## src/can_per_node_capture_rings_unit_macros.svh

```systemverilog
// ----------------------------------------------------------------------------
// capture rings assertion macros
// implication checks that compile away when SYNTHESIS is defined
// ----------------------------------------------------------------------------
`ifndef CAN_PER_NODE_CAPTURE_RINGS_UNIT_MACROS_SVH
`define CAN_PER_NODE_CAPTURE_RINGS_UNIT_MACROS_SVH

`ifndef SYNTHESIS

// same-cycle implication
`define CCR_ASSERT_IMPL(lbl, clk, rst_n, a, c) \
  lbl: assert property (@(posedge clk) disable iff (!rst_n) (a) |-> (c)) \
    else $error("ccr: same-cycle check failed");

// next-cycle implication
`define CCR_ASSERT_NEXT(lbl, clk, rst_n, a, c) \
  lbl: assert property (@(posedge clk) disable iff (!rst_n) (a) |=> (c)) \
    else $error("ccr: next-cycle check failed");

`else

`define CCR_ASSERT_IMPL(lbl, clk, rst_n, a, c)
`define CCR_ASSERT_NEXT(lbl, clk, rst_n, a, c)

`endif

`endif

```

## src/ccr_pkg.sv

```systemverilog
`timescale 1ns / 1ps
// ----------------------------------------------------------------------------
// ccr_pkg
// shared constants and controller/datapath interface types
// ----------------------------------------------------------------------------
package ccr_pkg;

  localparam int NODE_COUNT   = 128;
  localparam int NODE_W       = 7;
  localparam int GROUP_W      = 8;
  localparam int GROUP_COUNT  = NODE_COUNT / GROUP_W;
  localparam int GROUP_IDX_W  = 4;
  localparam int GROUP_SEL_W  = 3;
  localparam int PEND_CNT_W   = 8;

  localparam int ID_W         = 29;
  localparam int DLC_W        = 4;
  localparam int FRAME_W      = ID_W + DLC_W + 64;
  localparam int TDATA_W      = 104;

  localparam logic FUNC_FEED  = 1'b0;
  localparam logic FUNC_DRAIN = 1'b1;

  typedef struct packed {
    logic in_take;
    logic feed_wr;
    logic scan_start;
    logic scan_step;
    logic meta_rd_found;
    logic meta_latch;
    logic frame_rd;
    logic out_load;
    logic drain_done;
  } cmd_t;

  typedef struct packed {
    logic found;
    logic scan_end;
    logic any_pending;
    logic is_last;
    logic out_free;
  } sts_t;

endpackage

```

## src/ccr_ctrl.sv

```systemverilog
`timescale 1ns / 1ps
// ----------------------------------------------------------------------------
// ccr_ctrl
// sequencer for feed and drain requests
// ----------------------------------------------------------------------------
module ccr_ctrl (
  input  logic          clk,
  input  logic          rst_n,
  input  logic          in_valid,
  input  logic          in_func,
  output logic          in_ready,
  input  ccr_pkg::sts_t sts,
  output ccr_pkg::cmd_t cmd
);

  localparam logic [2:0] ST_IDLE  = 3'd0;
  localparam logic [2:0] ST_FEED  = 3'd1;
  localparam logic [2:0] ST_SCAN  = 3'd2;
  localparam logic [2:0] ST_META  = 3'd3;
  localparam logic [2:0] ST_FRD   = 3'd4;
  localparam logic [2:0] ST_FLOAD = 3'd5;

  logic [2:0] state_r, state_nxt;

  always_ff @(posedge clk) begin
    if (!rst_n) begin
      state_r <= ST_IDLE;
    end else begin
      state_r <= state_nxt;
    end
  end

  always_comb begin
    state_nxt = state_r;
    cmd       = '0;
    in_ready  = 1'b0;
    unique case (state_r)
      ST_IDLE: begin
        in_ready = 1'b1;
        if (in_valid) begin
          cmd.in_take = 1'b1;
          if (in_func == ccr_pkg::FUNC_FEED) begin
            state_nxt = ST_FEED;
          end else if (sts.any_pending) begin
            cmd.scan_start = 1'b1;
            state_nxt      = ST_SCAN;
          end
        end
      end
      ST_FEED: begin
        cmd.feed_wr = 1'b1;
        state_nxt   = ST_IDLE;
      end
      ST_SCAN: begin
        priority if (sts.found) begin
          cmd.meta_rd_found = 1'b1;
          state_nxt         = ST_META;
        end else if (sts.scan_end) begin
          state_nxt = ST_IDLE;
        end else begin
          cmd.scan_step = 1'b1;
        end
      end
      ST_META: begin
        cmd.meta_latch = 1'b1;
        state_nxt      = ST_FRD;
      end
      ST_FRD: begin
        cmd.frame_rd = 1'b1;
        state_nxt    = ST_FLOAD;
      end
      ST_FLOAD: begin
        if (sts.out_free) begin
          cmd.out_load = 1'b1;
          if (sts.is_last) begin
            cmd.drain_done = 1'b1;
            state_nxt      = ST_IDLE;
          end else begin
            state_nxt = ST_FRD;
          end
        end
      end
      default: begin
        state_nxt = ST_IDLE;
      end
    endcase
  end

endmodule

```

## config.mk

```make
export PLATFORM = sky130hd
export DESIGN_NAME = ccr_ctrl
export DESIGN_NICKNAME = d
export VERILOG_FILES = /design/src/can_per_node_capture_rings_unit_macros.svh /design/src/ccr_pkg.sv /design/src/ccr_ctrl.sv
export SDC_FILE = /design/constraint.sdc
export NUM_CORES = 1
export LEC_CHECK = 0
export BUFFER_PORTS_ARGS = -buffer_cell sky130_fd_sc_hd__buf_2
export CELL_PAD_IN_SITES_DETAIL_PLACEMENT = 1
export CELL_PAD_IN_SITES_GLOBAL_PLACEMENT = 1
export CORE_AREA = 8 8 45 47
export CTS_BUF_LIST = sky130_fd_sc_hd__clkbuf_4
export DETAILED_ROUTE_END_ITERATION = 16
export DIE_AREA = 0 0 53 55
export PLACE_DENSITY = 0.73
export RECOVER_POWER = 100
export SETUP_SLACK_MARGIN = 0.05
export SLEW_MARGIN = 20
export SYNTH_ARGS = -nofsm -noshare
export SYNTH_HDL_FRONTEND = slang
export SYNTH_SLANG_ARGS = --single-unit
```

## constraint.sdc

```tcl
create_clock -name clk -period 2 [get_ports clk]
set_input_delay 0.2 -clock clk [delete_from_list [all_inputs] [get_ports clk]]
set_output_delay 0.2 -clock clk [all_outputs]
set_load 0.05 [all_outputs]
```

* Yosys cells after proc, flatten, opt, wreduce, memory -nomap -nowiden
Index checks and enable logic that the tools add are counted.
Word-level totals: register bits after elaboration 3, output and inout bits 10, logic and storage cells 37
Cells by class: eq/ne operators 9, mux-type cells 25, reductions and logical operators 2
Operator list (count):
- 3-bit two-way mux | 7
- 3-bit case mux with 5 select lines | 1
- 1-bit two-way mux | 14
- 3-bit by 2-bit == test with 1-bit output (second input constant) | 2
- 3-bit == test (second input constant) | 2
- 2-bit two-way mux | 3
- 3-bit != test (second input constant) | 2
- 2-bit != test (second input constant) | 2
- 4-bit AND reduction | 1
- 3-bit by 1-bit == test with 1-bit output (second input constant) | 1
- 3-bit zero test | 1

* Depth between registers and ports, before layout
word-level depth 4, depth in mapped cells 5, depth with buffers taken out 4

* Worst setup path after synthesis
Ideal clock, no wire load.
path kind register -> output, start point reg state_r[2], end point out cmd[6] (netlist bit), arrival time 2.215 ns, required time 1.800 ns, slack -0.415 ns, cell stages (with the launch flop) 5, buffers on the path 1, cells stage by stage dfxtp_1 -> buf_6 -> nor3_2 -> and2_1 -> and3_1
RTL lines:
- from (decl) | RTL line ccr_ctrl.sv:23 | logic [2:0] state_r, state_nxt;
- from (signal assigned) | RTL line ccr_ctrl.sv:29 | state_r <= state_nxt;
- to (decl) | RTL line ccr_ctrl.sv:13 | output ccr_pkg::cmd_t cmd

==> summary.md <==
| Metric | Value |
|---|---|
| Post-synth ARST share | 0% |
| Number of synthesized flops with an enable pin | 0 |
| PostCTS Resize Cnt | 0 |
| Core ar. | 1380 um^2 |
| Fmax | 554 MHz |
| Design Power | 0.284 mW |
| Gr usage total | 6.44% |
| Layout cells sized above 1 | 43.4% |
| DRT Wirelength | 831 um |
| Syn Nets | 42 |
| Cell count after synthesis | 33 |
| Setup violations, final | 0 |
| RSZ-0062 raised after global routing | no |
| Initial Utilization | 20.2% |
| Num ports | 19 |
| CP Launch Type | flip-flop |
| Largest reg by FF count | state_r |
| Largest net degree at the start of global routing | 11 |
| DRT Pass-1 Iters | 1 |
| Num CTS Buffers | 3 |
| CP endpoint kind | primary output |
| Avg Inst Size Synth | 8.46 um^2 |
| Max FFs per register | 3 |
| Die height | 55 um |
| Slew @ Worst Pin | 612 ps |
| First-pass GRT wire length | 1380 um |
| Setup TNS Final | 0 ps |
| Sequential share of the synthesized area | 21.5% |
| Layout Cells excl Fill | 69 |
| Yosys top cell area share | 21.5% |
| Worst setup path start | state_r[2] |
| Largest area contributor in the netlist | dfxtp_1 |
| R2r startpoint | state_r[2] |
| Iter 0 DRT Violations | 0 |
| Via count | 308 |
| Vias per inst | 4.46 |
| TritonCTS clock tree | yes |
| Layout fillers | 179 |
| Outcome | completed |
| Largest registers | state_r (3) |
| DRC violations left | 0 |
| Seq cells post-synth | 3 |
| Worst Clk Skew | 0.584 ps |
| Most common cell after layout, fill and taps aside | buf_2 |
| Die width | 53 um |
| Synth warnings | 0 |
| Slew margin rel. | 59.4% |
| Most frequent cells in the layout | 8 x buf_2, 6 x clkbuf_1, 4 x nor2_1, 4 x clkbuf_4, 4 x clkbuf_2 |
| # diodes | 0 |
| CP max-delay cell | dfxtp_1 |
| Root cell of the clock tree | clkbuf_4 |
| Final Max Slew Viols | 0 |
| Crit share post-route | 90.3% |
| RePlAce Congestion | 0.720 |
| Clock Path Buffers | 2 |
| Final ANT Viol Nets | 0 |
| HPWL Detailed | 706 um |
| Synth-to-Final Area Change | 41.7% |
| Max-cap violation count | 0 |
| WL per Instance | 12.0 um |
| Hold Fails Final Rpt | 0 |
| Synthesized cell area | 279 um^2 |
| Worst vdd ir | 0.209 mV |
| Crit Path Max Fanout | 9 |
| Crit path kind | reg -> out |
| Critical path arrival | 1610 ps |
| Total die area | 2920 um^2 |
| Max incr delay on CP | 430 ps |
| Min Tclk post-route | 1810 ps |
| CTS HTree Levels | 1 |
| Clock Latency Late Sink | 230 ps |
| Cell area power density | 718 nW/um^2 |
| Buffer count from post-CTS setup fixing | 0 |
| Clk slew on worst S/H paths | 40 ps |
| Placement Setup Slack | 489 ps |
| Synth area leaders | dfxtp_1 22%, nor4b_4 17%, and2_1 6.7% |
| Setup slack, reg-to-reg | 640 ps |
| Worst endpoint required time | 1800 ps |
| Yosys cell types | 23 |
| Final nets | 63 |
| Most used flip-flop cell after synthesis | dfxtp_1 |
| Vias in the first global route | 324 |
| Crit path cell chain | nor3_1, and2_2, and3_2, clkbuf_2 |
| Sink Count | 3 |
| Post-layout util | 28.6% |
| Grt total ovfl | 0 |
| Placed cell count | 65 |
| Initial antenna violation count | 0 |
| Worst Hold Class | in -> reg |
| CTS hold repair buffers | 0 |
| Leak pwr | 0.163 nW |
| Port bufs | 18 |
| Row cnt | 14 |
| Fin worst setup slack | 194 ps |
| Worst hold start | rst_n |
[metrics by stage]
stage | instance area, um^2 | hold slack [ps]
final | 395 | 183
after global routing | 395 | 172
after floorplan | 290 | 317
after global placement | 384 | 424
after CTS | 414 | 173
after detailed placement | 384 | 423
[cells by family (layout without fill, tap and decap cells)]
| logic type | after synthesis | in the layout | share of synthesized area, % |
|---|---|---|---|
| simple gates | 20 | 20 | 54.7 |
| compound gates | 5 | 5 | 11.7 |
| buf+inv | 4 | 24 | 8.52 |
| flops | 3 | 3 | 21.5 |
| mux | 1 | 1 | 3.59 |
[worst paths after layout]
| check | to | cells past startpoint |
|---|---|---|
| min reg2reg | state_r[2] | 3 |
| max | cmd[6] | 4 |
| min | state_r[1] | 2 |
| max reg2reg | state_r[1] | 4 |
[worst max-delay path: cells and delay by family, from the launching register on]
kind	cells	cell delay (ps)
buffers and inverters	1	270
and+or+nand+nor	3	680
DFF	1	430
[cells in the mapped netlist (2+ instances only)]
master,count
dfxtp_1,3
nor2_1,5
nor4b_4,2
nand2_1,2
and2_1,3
[power breakdown]
part,total [mW],internal [mW],leakage (nW),switching [mW]
clock,0.121,0.0884,0.0184,0.0327
sequential,0.0723,0.0638,0.0245,0.00848
combinational,0.0905,0.0287,0.120,0.0618
total,0.284,0.181,0.163,0.103
[metal layers]
metal	share of wire (%)	up-vias	track usage, %
met5	0	-	0
met4	0	0	3.88
met3	7.5	0	3.48
met2	52	13	10.4
met1	40	137	6.52
li1	-	158	-
[cell type report]
type,count,area [um^2],share of cell area [%]
Multi-Input combinational cell,26,195,49.4
Timing Repair Buffer,18,82.6,20.9
Sequential cell,3,60.1,15.2
Clock buffer,4,30.0,7.59
Tap cell,16,20.0,5.06
Inverter,2,7.51,1.90
(Power assumes the default switching activity.)
